$ cat src/design/io_latency_mlp_admission_macros.svh
// Assertion macros used by the admission predictor back end.
`ifndef IO_LATENCY_MLP_ADMISSION_MACROS_SVH
`define IO_LATENCY_MLP_ADMISSION_MACROS_SVH
`ifndef ASSERT_OFF
`define IOL_ASSERT(label, expr, msg) \
   label: assert property (@(posedge clock) disable iff (reset) (expr)) else $error(msg);
`define IOL_ASSERT_NEXT(label, ante, cons, msg) \
   label: assert property (@(posedge clock) disable iff (reset) (ante) |=> (cons)) else $error(msg);
`else
`define IOL_ASSERT(label, expr, msg)
`define IOL_ASSERT_NEXT(label, ante, cons, msg)
`endif
`endif

$ cat src/design/iolm_pkg.sv
package iolm_pkg;

   localparam int NUM_DEVICES_DEF = 2;
   localparam int HIDDEN_SIZE_DEF = 256;
   localparam int PENDING_CAP_DEF = 999;
   localparam int LATENCY_CAP_DEF = 9999;
   localparam int FEATURE_COUNT   = 31;
   localparam int FEAT_W          = $clog2(FEATURE_COUNT);
   localparam int Q_DEPTH         = 2;
   localparam int Q_PW            = $clog2(Q_DEPTH);

   typedef enum logic [1:0] {
      OP_INFER  = 2'd0,
      OP_UPDATE = 2'd1,
      OP_WRITE  = 2'd2
   } op_type;

   typedef enum logic [1:0] {
      TBL_HW = 2'd0,
      TBL_OW = 2'd1,
      TBL_HB = 2'd2,
      TBL_OB = 2'd3
   } tbl_type;

   typedef enum logic [1:0] {
      KIND_INFER,
      KIND_UPDATE,
      KIND_WRITE
   } kind_type;

   typedef enum logic [3:0] {
      ST_IDLE,
      ST_EXEC,
      ST_HMAC,
      ST_HDRAIN,
      ST_RELU,
      ST_OMUL,
      ST_ODRAIN,
      ST_FIN0,
      ST_FIN1,
      ST_FIN2,
      ST_RESP
   } state_type;

   typedef struct packed {
      kind_type     kind;
      logic         dev;
      logic [15:0]  size;
      logic [15:0]  lat;
      tbl_type      tbl;
      logic [12:0]  idx;
      logic [31:0]  val;
   } item_type;

   typedef struct packed {
      logic     valid;
      item_type item;
   } queue_head_type;

   // Decimal digit at position pos (0 = ones) of v < 10000, by reciprocal multiplies
   function automatic logic [3:0] dec_digit(logic [13:0] v, logic [1:0] pos);
      logic [31:0] q0;
      logic [31:0] q1;
      logic [31:0] q2;
      logic [31:0] q3;
      logic [31:0] lo;
      logic [31:0] hi;
      q0 = {18'd0, v};
      q1 = (q0 * 32'd52429) >> 19;
      q2 = (q0 * 32'd5243) >> 19;
      q3 = (q0 * 32'd8389) >> 23;
      unique case (pos)
         2'd0: begin lo = q0; hi = q1; end
         2'd1: begin lo = q1; hi = q2; end
         2'd2: begin lo = q2; hi = q3; end
         default: begin lo = q3; hi = 32'd0; end
      endcase
      return 4'(lo - hi * 32'd10);
   endfunction

endpackage

$ cat src/design/iolm_front.sv
module iolm_front import iolm_pkg::*; #(
   parameter int NUM_DEVICES = NUM_DEVICES_DEF,
   parameter int HIDDEN_SIZE = HIDDEN_SIZE_DEF
) (
   input  logic           clock,
   input  logic           reset,
   input  logic           req_valid,
   output logic           req_ready,
   input  logic [1:0]     req_operation,
   input  logic           req_device,
   input  logic [15:0]    req_io_size,
   input  logic [15:0]    req_latency,
   input  logic [1:0]     req_weight_table,
   input  logic [12:0]    req_weight_index,
   input  logic [31:0]    req_weight_value,
   output queue_head_type q_head,
   input  logic           q_pop
);

   item_type          cls_item;
   logic              cls_keep;
   logic              dev_ok;
   logic              idx_ok;
   logic              push;
   item_type          q_mem_ff [Q_DEPTH];
   logic [Q_PW-1:0]   wp_ff;
   logic [Q_PW:0]     cnt_ff;
   logic [Q_PW-1:0]   rp_ff;

   // Classify the beat: drop unused codes and out-of-range writes
   always_comb begin
      dev_ok = int'(req_device) < NUM_DEVICES;
      unique case (tbl_type'(req_weight_table))
         TBL_HW:  idx_ok = int'(req_weight_index) < HIDDEN_SIZE * FEATURE_COUNT;
         TBL_OW:  idx_ok = int'(req_weight_index) < HIDDEN_SIZE * 2;
         TBL_HB:  idx_ok = int'(req_weight_index) < HIDDEN_SIZE;
         default: idx_ok = int'(req_weight_index) < 2;
      endcase
      cls_item.dev  = req_device;
      cls_item.size = req_io_size;
      cls_item.lat  = req_latency;
      cls_item.tbl  = tbl_type'(req_weight_table);
      cls_item.idx  = req_weight_index;
      cls_item.val  = req_weight_value;
      cls_item.kind = KIND_WRITE;
      cls_keep      = 1'b0;
      unique case (req_operation)
         OP_INFER: begin
            cls_item.kind = KIND_INFER;
            cls_item.dev  = dev_ok ? req_device : 1'b0;
            cls_keep      = 1'b1;
         end
         OP_UPDATE: begin
            cls_item.kind = KIND_UPDATE;
            cls_keep      = 1'b1;
         end
         OP_WRITE: begin
            cls_keep = dev_ok && idx_ok;
         end
         default: cls_keep = 1'b0;
      endcase
   end

   assign req_ready    = cnt_ff != (Q_PW+1)'(Q_DEPTH);
   assign push         = req_valid && req_ready && cls_keep;
   assign q_head.valid = cnt_ff != '0;
   assign q_head.item  = q_mem_ff[rp_ff];

   // Hold queued items
   always_ff @(posedge clock) begin
      if (push) begin
         q_mem_ff[wp_ff] <= cls_item;
      end
   end

   // Advance pointers and count
   always_ff @(posedge clock) begin
      if (reset) begin
         wp_ff  <= '0;
         rp_ff  <= '0;
         cnt_ff <= '0;
      end else begin
         if (push) begin
            wp_ff <= wp_ff + 1'b1;
         end
         if (q_pop) begin
            rp_ff <= rp_ff + 1'b1;
         end
         cnt_ff <= cnt_ff + (Q_PW+1)'(push) - (Q_PW+1)'(q_pop);
      end
   end

endmodule

$ cat config.mk
export PLATFORM = sky130hd
export DESIGN_NAME = iolm_front
export DESIGN_NICKNAME = d
export VERILOG_FILES = /design/src/design/io_latency_mlp_admission_macros.svh /design/src/design/iolm_pkg.sv /design/src/design/iolm_front.sv
export SDC_FILE = /design/constraint.sdc
export NUM_CORES = 1
export LEC_CHECK = 0
export ABC_AREA = 1
export BUFFER_PORTS_ARGS = -buffer_cell sky130_fd_sc_hd__buf_2
export CAP_MARGIN = 30
export CORE_MARGIN = 1
export CORE_UTILIZATION = 47
export DETAILED_ROUTE_END_ITERATION = 16
export PLACE_DENSITY = 0.84
export SYNTH_ARGS = -nofsm -noshare
export SYNTH_HDL_FRONTEND = slang
export SYNTH_SLANG_ARGS = --single-unit
$ cat constraint.sdc
create_clock -name clock -period 4.2 [get_ports clock]
set_input_delay 0 -clock clock [delete_from_list [all_inputs] [get_ports clock]]
set_output_delay 0 -clock clock [all_outputs]
set_load 0.01 [all_outputs]
-- After elaboration in Yosys (flattened, before gate mapping)
Memories as Yosys holds them, arrays and structs flattened. A register that Yosys moved wholly into a read port is not among the register bits.
Cells that the tools add are included.
- add/sub/neg operators: 4
- order comparisons: 4
- equality and inequality tests: 5
- multiplexer cells: 7
- reductions and logical operators: 6
- operators by type and width (kind ; count):
    $lt A13 B10 Y1 const B ; 1
    $lt A13 B13 Y1 const B ; 1
    $lt A13 B2 Y1 const B ; 1
    $lt A13 B9 Y1 const B ; 1
    $eq A2 B1 Y1 const B ; 2
    $eq A2 B2 Y1 const B ; 2
    $logic_not A2 Y1 ; 2
    $mux W1 ; 4
    $pmux W2 S2 ; 1
    $pmux W1 S3 ; 1
    $add A1 B1 Y1 const B ; 2
    $add A2 B1 Y2 ; 1
    $logic_and A1 B1 Y1 ; 2
    $ne A2 B2 Y1 const B ; 1
    $pmux W1 S2 ; 1
    $reduce_bool A2 Y1 ; 1
    $reduce_or A2 Y1 ; 1
    $sub A2 B1 Y2 ; 1
- flip-flop bits (word level): 4
- memory bits (writable): 164
- output and inout bits: 84
- logic and storage cells: 30
- memories kept: 1
- memories (name ; words ; width ; rd ports ; clocked after Yosys merged registers in ; write ports ; RTL line ; RTL):
    q_mem_ff ; 2 ; 82 ; 1 ; 1 ; 1 ; iolm_front.sv:25 ; item_type q_mem_ff [Q_DEPTH];

-- Logic depth before layout (Yosys ltp)
Gate-level depths: netlist (run 1).
- depth after elaboration: 6
- gate-level depth with buffers: 13

-- Worst setup path after synthesis (run 1)
No wires, ideal clock.
- path kind: reg-to-reg
- start point: register cnt_ff[0]
- end point: memory q_mem_ff[0][0] (netlist name), enable pin
- data arrival time: 4018 ps
- required time: 3677 ps
- path slack: -341 ps
- cell stages (with the launch flop): 5
- path buffers: 0
- period minus slack after synthesis: 4541 ps
- path through: dfxtp_1 -> inv_1 -> a21boi_4 -> nand2_1 -> nor2_1
- longest elaborated chain between the ends: 5
- ends and longest elaborated chain (item ; RTL line ; RTL):
    from (decl) ; iolm_front.sv:27 ; logic [Q_PW:0] cnt_ff;
    from (signal assigned) ; iolm_front.sv:89 ; cnt_ff <= cnt_ff + (Q_PW+1)'(push) - (Q_PW+1)'(q_pop);
    $ne A2 B2 Y1 ; iolm_front.sv:64 ; assign req_ready = cnt_ff != (Q_PW+1)'(Q_DEPTH);
    $logic_and A1 B1 Y1 (2 in series) ; iolm_front.sv:65 ; assign push = req_valid && req_ready && cls_keep;
    $mux W1 ; iolm_front.sv:71 ; if (push) begin
    $mux W1 (implied by the code) ; iolm_front.sv:72 ; q_mem_ff[wp_ff] <= cls_item;
    to (decl) ; iolm_front.sv:25 ;
No other way between the ends.

-- Final worst setup path (run 1)
- start point: input port req_weight_index[10]
- end point: memory q_mem_ff[1][35] (netlist name), enable pin
- longest elaborated chain between the ends: 6
- elaborated cells on any way between the ends: 9
- ends and longest elaborated chain (item ; RTL line ; RTL):
    from (decl) ; iolm_front.sv:14 ; input logic [12:0] req_weight_index,
    $lt A13 B2 Y1 (tied with other cells) ; iolm_front.sv:37 ; default: idx_ok = int'(req_weight_index) < 2;
    $pmux W1 S3 * ; iolm_front.sv:33 ; unique case (tbl_type'(req_weight_table))
    $pmux W1 S2 * ; iolm_front.sv:47 ; unique case (req_operation)
    $logic_and A1 B1 Y1 * ; iolm_front.sv:65 ;
    $mux W1 * ; iolm_front.sv:71 ;
    $mux W1 (implied by the code) * ; iolm_front.sv:72 ;
Mark *: on every way between the ends. The rest lies on a longest branch, timed or not.

==> results of run 1 <==
==> power groups by stage <==
stage	Sequential, mW	Clock (mW)	Combinational (mW)
after floorplan	2.01	0	0.225
after global placement	2.04	0	0.353
after detailed placement	2.03	0	0.386
after CTS	2.00	1.53	0.449
after global routing	2.00	1.59	0.495
final	1.99	1.50	0.459
==> how the worst max path moves through the flow <==
stage	from	to	slack (ps)	depth (start not counted)
after floorplan	cnt_ff[0]	q_mem_ff[0][0]	1040	4
after global placement	req_weight_index[10]	q_mem_ff[1][30]	1870	11
after detailed placement	req_weight_index[10]	q_mem_ff[1][39]	1780	11
after CTS	req_weight_index[10]	q_mem_ff[1][36]	1670	12
after global routing	req_weight_index[10]	q_mem_ff[1][26]	1420	12
final	req_weight_index[10]	q_mem_ff[1][35]	1660	12
==> synthesized netlist by cell type (all sizes together) <==
master,instances,share of area (%)
edfxtp,164,78
mux2,82,15
nor2,17,1.1
nand2,16,1.0
inv,10,0.60
buf,9,1.0
dfxtp,5,1.6
a21oi,2,0.16
ha,2,0.40
xnor2,2,0.28
a21boi,1,0.30
and2,1,0.10
clkbuf,1,0.060
nand3,1,0.080
o21ai,1,0.080
or2,1,0.10
==> logic make-up after synthesis <==
kind of cell / synth area share (%)
flip-flops: 80.0
multiplexers: 14.7
AND/OR/NAND/NOR: 2.33
buffers and inverters: 1.69
AO/OA/AOI/OAI: 0.538
XOR/XNOR: 0.279
adder cells (fa/ha/maj): 0.399
==> flip-flops by register name, summed over array words and instances (netlist names), named ones only <==
signal / count
q_mem_ff: 164
wp_ff: 1
rp_ff: 1
cnt_ff: 2
==> critical path, stage by stage <==
cell and delay, ps:
dlygate4sd3_1 530, buf_2 140, nor2_1 130, nand2_1 100, nor2_1 110, nand2_1 60, nand2_1 50, nand2_1 70
nand2_2 90, nand3_1 130, clkinv_2 510, buf_4 610
==> cell type report <==
| type | instances | area [µm²] |
|---|---|---|
| Clock buffer | 24 | 482 |
| Clock inverter | 8 | 96.3 |
| Fill cell | 845 | 4050 |
| Inverter | 10 | 38.8 |
| Multi-Input combinational cell | 126 | 1150 |
| Sequential cell | 169 | 5030 |
| Tap cell | 172 | 215 |
| Timing Repair Buffer | 257 | 1760 |
==> metal layers <==
metal / part of all wire [%] / vias to the layer above / global-route usage [%]
met3: 5.8 / 28 / 5.14
met1: 37 / 1819 / 19.6
met4: 2.7 / 0 / 9.94
met2: 54 / 150 / 35.7
met5: 0 / - / 0
li1: - / 1731 / -
==> timing repair <==
action                    in CTS  in global routing
hold endpoints to repair     169                  0
hold buffers                  84                  0
gates resized for setup        0                  0
==> out/qor.csv, run 1 <==
metric,value,unit
final worst path period share,60.4,%
Hold EP,wp_ff,
IO Count,170,
critical path data required time,4240,ps
slack of the critical path,1660,ps
via count,3728,
Routed Antenna Nets,0,
DRC Markers,0,
achievable frequency,0.394,GHz
pwr dens,451,mW/mm²
Mapped Nets,403,
Sw Ratio,21.5,%
Die Ht,118,µm
"Seq/Total Area, Yosys",80.0,%
reg2reg end,q_mem_ff[1][35],
"commonest non-fill, non-tap cell in the layout",buf_2,
total power,3.95,mW
core region area,0.0128,mm²
kind of critical path,in -> reg,
global-route wire length before repair,20.1,mm
# rows,41,
synthesized instance count,315,
final WL,12.8,mm
min-delay worst type,in -> reg,
Post-Layout Cell Count,766,
Synth Register Bits,169,
CP Capture Type,register,
Worst Reg-to-Reg Cells,5,
full die area,0.0138,mm²
Num CTS Buffers,17,
WHS,73.2,ps
Fin. Hold Viols,0,
cell area after layout,0.00877,mm²
startpoint types,primary input,
Critical Path Fanout Max,45,
CTS tree,built,
Seq pwr share,50.5,%
Total GRT Usage,19.2,%
Hold Path Depth,4,
initial antenna violation count,0,
"Arr. time, crit path",2580,ps
Comb pwr share,11.6,%
Setup TNS,0,ps
"Clk Latency, worst-skew pair",410,ps
Sink Count,169,
FF-to-FF Start,cnt_ff[0],
hold_sp,req_valid,
Area after DPL,0.00732,mm²
clock skew,7.82,ps
I/O Buffers,169,
drt pass-1 iters,4,
Max transition margin,54.4,%
Final Slew Violations,0,
syn avg cell area,19.9,µm²
Root Driver,clkbuf_16,
status,"finished, final reports clean",
"Core Util, Final",68.4,%
Initial Utilization,48.9,%
largest net degree at the start of global routing,79,
final net count,669,
GR Overflow Total,0,
worst slew pin tran,683,ps
max cap viols,0,
Final setup viols,0,
H-tree levels,4,
n_diodes,0,
Psw,851,µW
Mapped Area,0.00628,mm²
gpl congestion,0.811,
"Clk pin slew, worst setup/hold paths",60,ps
Leak Pwr,3.36,nW
unrepaired setup endpoints after global routing,false,
DPL Wire Length,7.19,mm
clk buf depth,2,
distinct cell type count after synthesis,19,
pre-CTS WS,1780,ps
"setup slack, reg-to-reg",1940,ps
vias in the first global route,4128,
P&R area growth vs syn,39.7,%
most frequent cells in the layout,"169 x buf_2, 164 x edfxtp_1, 84 x dlygate4sd3_1",
VDD IR max,0.000292,V
Die Wd,118,µm
Cells after DPL,649,
min Tclk post-route,2540,ps
Post-CTS Setup Inserts,0,
fraction of layout cells with a size suffix above 1,34.8,%
DRT iter0 DRCs,235,
internal power,3.10,mW
Clock power frac,37.9,%
Ys Warns,0,
vias per cell,4.87,
WL/cell,16.7,µm
Power figures use the tool's default switching activity.
==> run 2: changes to the inputs <==
==> constraint.sdc (replaced) <==
create_clock -name clock -period 2.2 [get_ports clock]
set_input_delay 0 -clock clock [delete_from_list [all_inputs] [get_ports clock]]
set_output_delay 0 -clock clock [all_outputs]
set_load 0.01 [all_outputs]
==> out/qor.csv, run 2 (synthesized netlist as in run 1, its figures left out) <==
metric,value,unit,change
Fin. Hold Viols,0,,unchanged
n_diodes,0,,unchanged
max reg flops,164,,unchanged
Root Driver,clkbuf_16,,
vias per cell,4.77,,-2.0%
clock skew,5.99,ps,-1.83 ps
initial antenna violation count,0,,unchanged
"Clk Latency, worst-skew pair",410,ps,about the same
Seq pwr share,50.0,%,-0.5 points
Critical Path Fanout Max,36,,-20%
"Arr. time, crit path",1990,ps,-590 ps
CP Capture Type,register,,
reg2reg end,q_mem_ff[0][9],,
most frequent cells in the layout,"169 x buf_2, 164 x edfxtp_1, 85 x dlygate4sd3_1",,
gpl congestion,0.709,,-13%
"commonest non-fill, non-tap cell in the layout",buf_2,,
Hold Path Depth,4,,unchanged
worst slew pin tran,478,ps,-205 ps
final worst path period share,88.4,%,
Comb pwr share,12.0,%,+0.4 points
FF-to-FF Start,cnt_ff[0],,
Clock power frac,38.0,%,about the same
Sw Ratio,21.3,%,-0.25 points
min Tclk post-route,1940,ps,
via count,3669,,-1.6%
Area after DPL,0.00740,mm²,+0.97%
min-delay worst type,in -> reg,,
Num CTS Buffers,17,,unchanged
Biggest register,q_mem_ff,,
Final Slew Violations,0,,unchanged
full die area,0.0138,mm²,unchanged
# rows,41,,unchanged
clk buf depth,2,,unchanged
Total GRT Usage,18.5,%,-0.69 points
final net count,672,,+0.45%
IO Count,170,,unchanged
Sink Count,169,,unchanged
Die Ht,118,µm,unchanged
cell area after layout,0.00883,mm²,+0.73%
final WL,12.3,mm,-4.0%
DRC Markers,0,,unchanged
max cap viols,0,,unchanged
CTS tree,built,,
startpoint types,primary input,,
Leak Pwr,3.37,nW,+0.26%
Die Wd,118,µm,unchanged
Final setup viols,0,,unchanged
fraction of layout cells with a size suffix above 1,35.5,%,+0.66 points
core region area,0.0128,mm²,unchanged
drt pass-1 iters,4,,unchanged
Routed Antenna Nets,0,,unchanged
Worst Reg-to-Reg Cells,5,,unchanged
"setup slack, reg-to-reg",570,ps,-1370 ps
Max transition margin,68.1,%,+14 points
kind of critical path,in -> reg,,
vias in the first global route,3879,,-6.0%
global-route wire length before repair,19.4,mm,-3.7%
critical path data required time,2250,ps,-1990 ps
Psw,1.61,mW,+89%
DRT iter0 DRCs,136,,-42%
GR Overflow Total,0,,unchanged
pwr dens,857,mW/mm²,+90%
achievable frequency,0.514,GHz,
WL/cell,15.9,µm,-4.3%
H-tree levels,4,,unchanged
P&R area growth vs syn,40.7,%,
I/O Buffers,169,,unchanged
internal power,5.96,mW,+92%
Initial Utilization,48.9,%,unchanged
"Core Util, Final",68.9,%,+0.50 points
DPL Wire Length,7.48,mm,+4.1%
hold_sp,req_valid,,
VDD IR max,0.000534,V,+83%
Hold EP,wp_ff,,
largest net degree at the start of global routing,48,,-39%
Largest regs,"q_mem_ff x164, cnt_ff x2",,
"Clk pin slew, worst setup/hold paths",60,ps,about the same
Fillers,841,,-0.47%
unrepaired setup endpoints after global routing,false,,
status,"finished, final reports clean",,
## run 2: cell types whose count changed in the layout (fill, tap and decap cells not counted), sizes merged
cell	change
clkinv	-3
clkinvlp	+3
buf	+2
dlygate4sd3	+1
## run 2: layer usage
layer  global-route usage (%)  up-vias  part of all wire (%)  wire [µm]
li1                         -     1738                     -          -
met5                        0        -                     0          0
met4                     6.49        0                   1.3        154
met1                     21.1     1786                    41       5080
met2                     32.5      130                    52       6380
met3                     6.01       15                   5.3        645
## run 2: how the worst max path moves through the flow
stage | start | slack [ps] | depth (start not counted) | to
2_1_floorplan | cnt_ff[0] | -40 | 4 | q_mem_ff[0][0]
3_3_place_gp | req_weight_index[5] | 440 | 11 | q_mem_ff[0][4]
3_5_place_dp | req_weight_index[12] | 370 | 11 | q_mem_ff[0][9]
4_1_cts | req_weight_index[12] | 260 | 12 | q_mem_ff[0][5]
5_1_grt | req_weight_index[11] | 110 | 12 | q_mem_ff[0][5]
6_report | req_weight_index[11] | 260 | 12 | q_mem_ff[0][9]
## run 2: final cells by class
cell class	instances	area [µm²]	area share, %
clock buffers	24	492	5.57
multi-input cells	126	1160	13.1
inverters	10	41.3	0.467
clock inverters	8	96.3	1.09
well taps	172	215	2.44
flip-flops and latches	169	5030	56.9
repair buffers	260	1800	20.4
## run 2: critical path: stages
cell and delay, ps:
dlygate4sd3_1 540, buf_2 150, nor2_1 100, nand2_1 110, nand2_1 90, nand2_1 50
nor2_1 90, nand2_1 80, nand2_2 90, nand2_2 80, nor2_4 150, buf_4 430
## run 2: stage by stage
stage	worst slack, ps	TNS, ps	power [mW]	hold WS, ps	instances
after global routing	115	0	7.85	78.1	769
after global placement	443	0	4.60	188	652
after floorplan	-44.1	-3620	4.27	63.8	315
after CTS	258	0	7.63	45.4	769
final	256	0	7.57	62.8	769
after detailed placement	369	0	4.64	191	652
## run 2: power groups by stage
stage	logic, mW	clock network [mW]	registers, mW
finish	0.909	2.88	3.78
floorplan	0.434	0	3.84
CTS	0.910	2.94	3.78
global route	0.980	3.07	3.80
global placement	0.763	0	3.84
detailed placement	0.787	0	3.85
## run 2: repair_timing
action,in CTS,in global routing
hold buffers,85,0
endpoints found under the setup margin,0,0
gates resized for setup,0,0
endpoints found under the hold margin,169,0
setup buffers,0,0
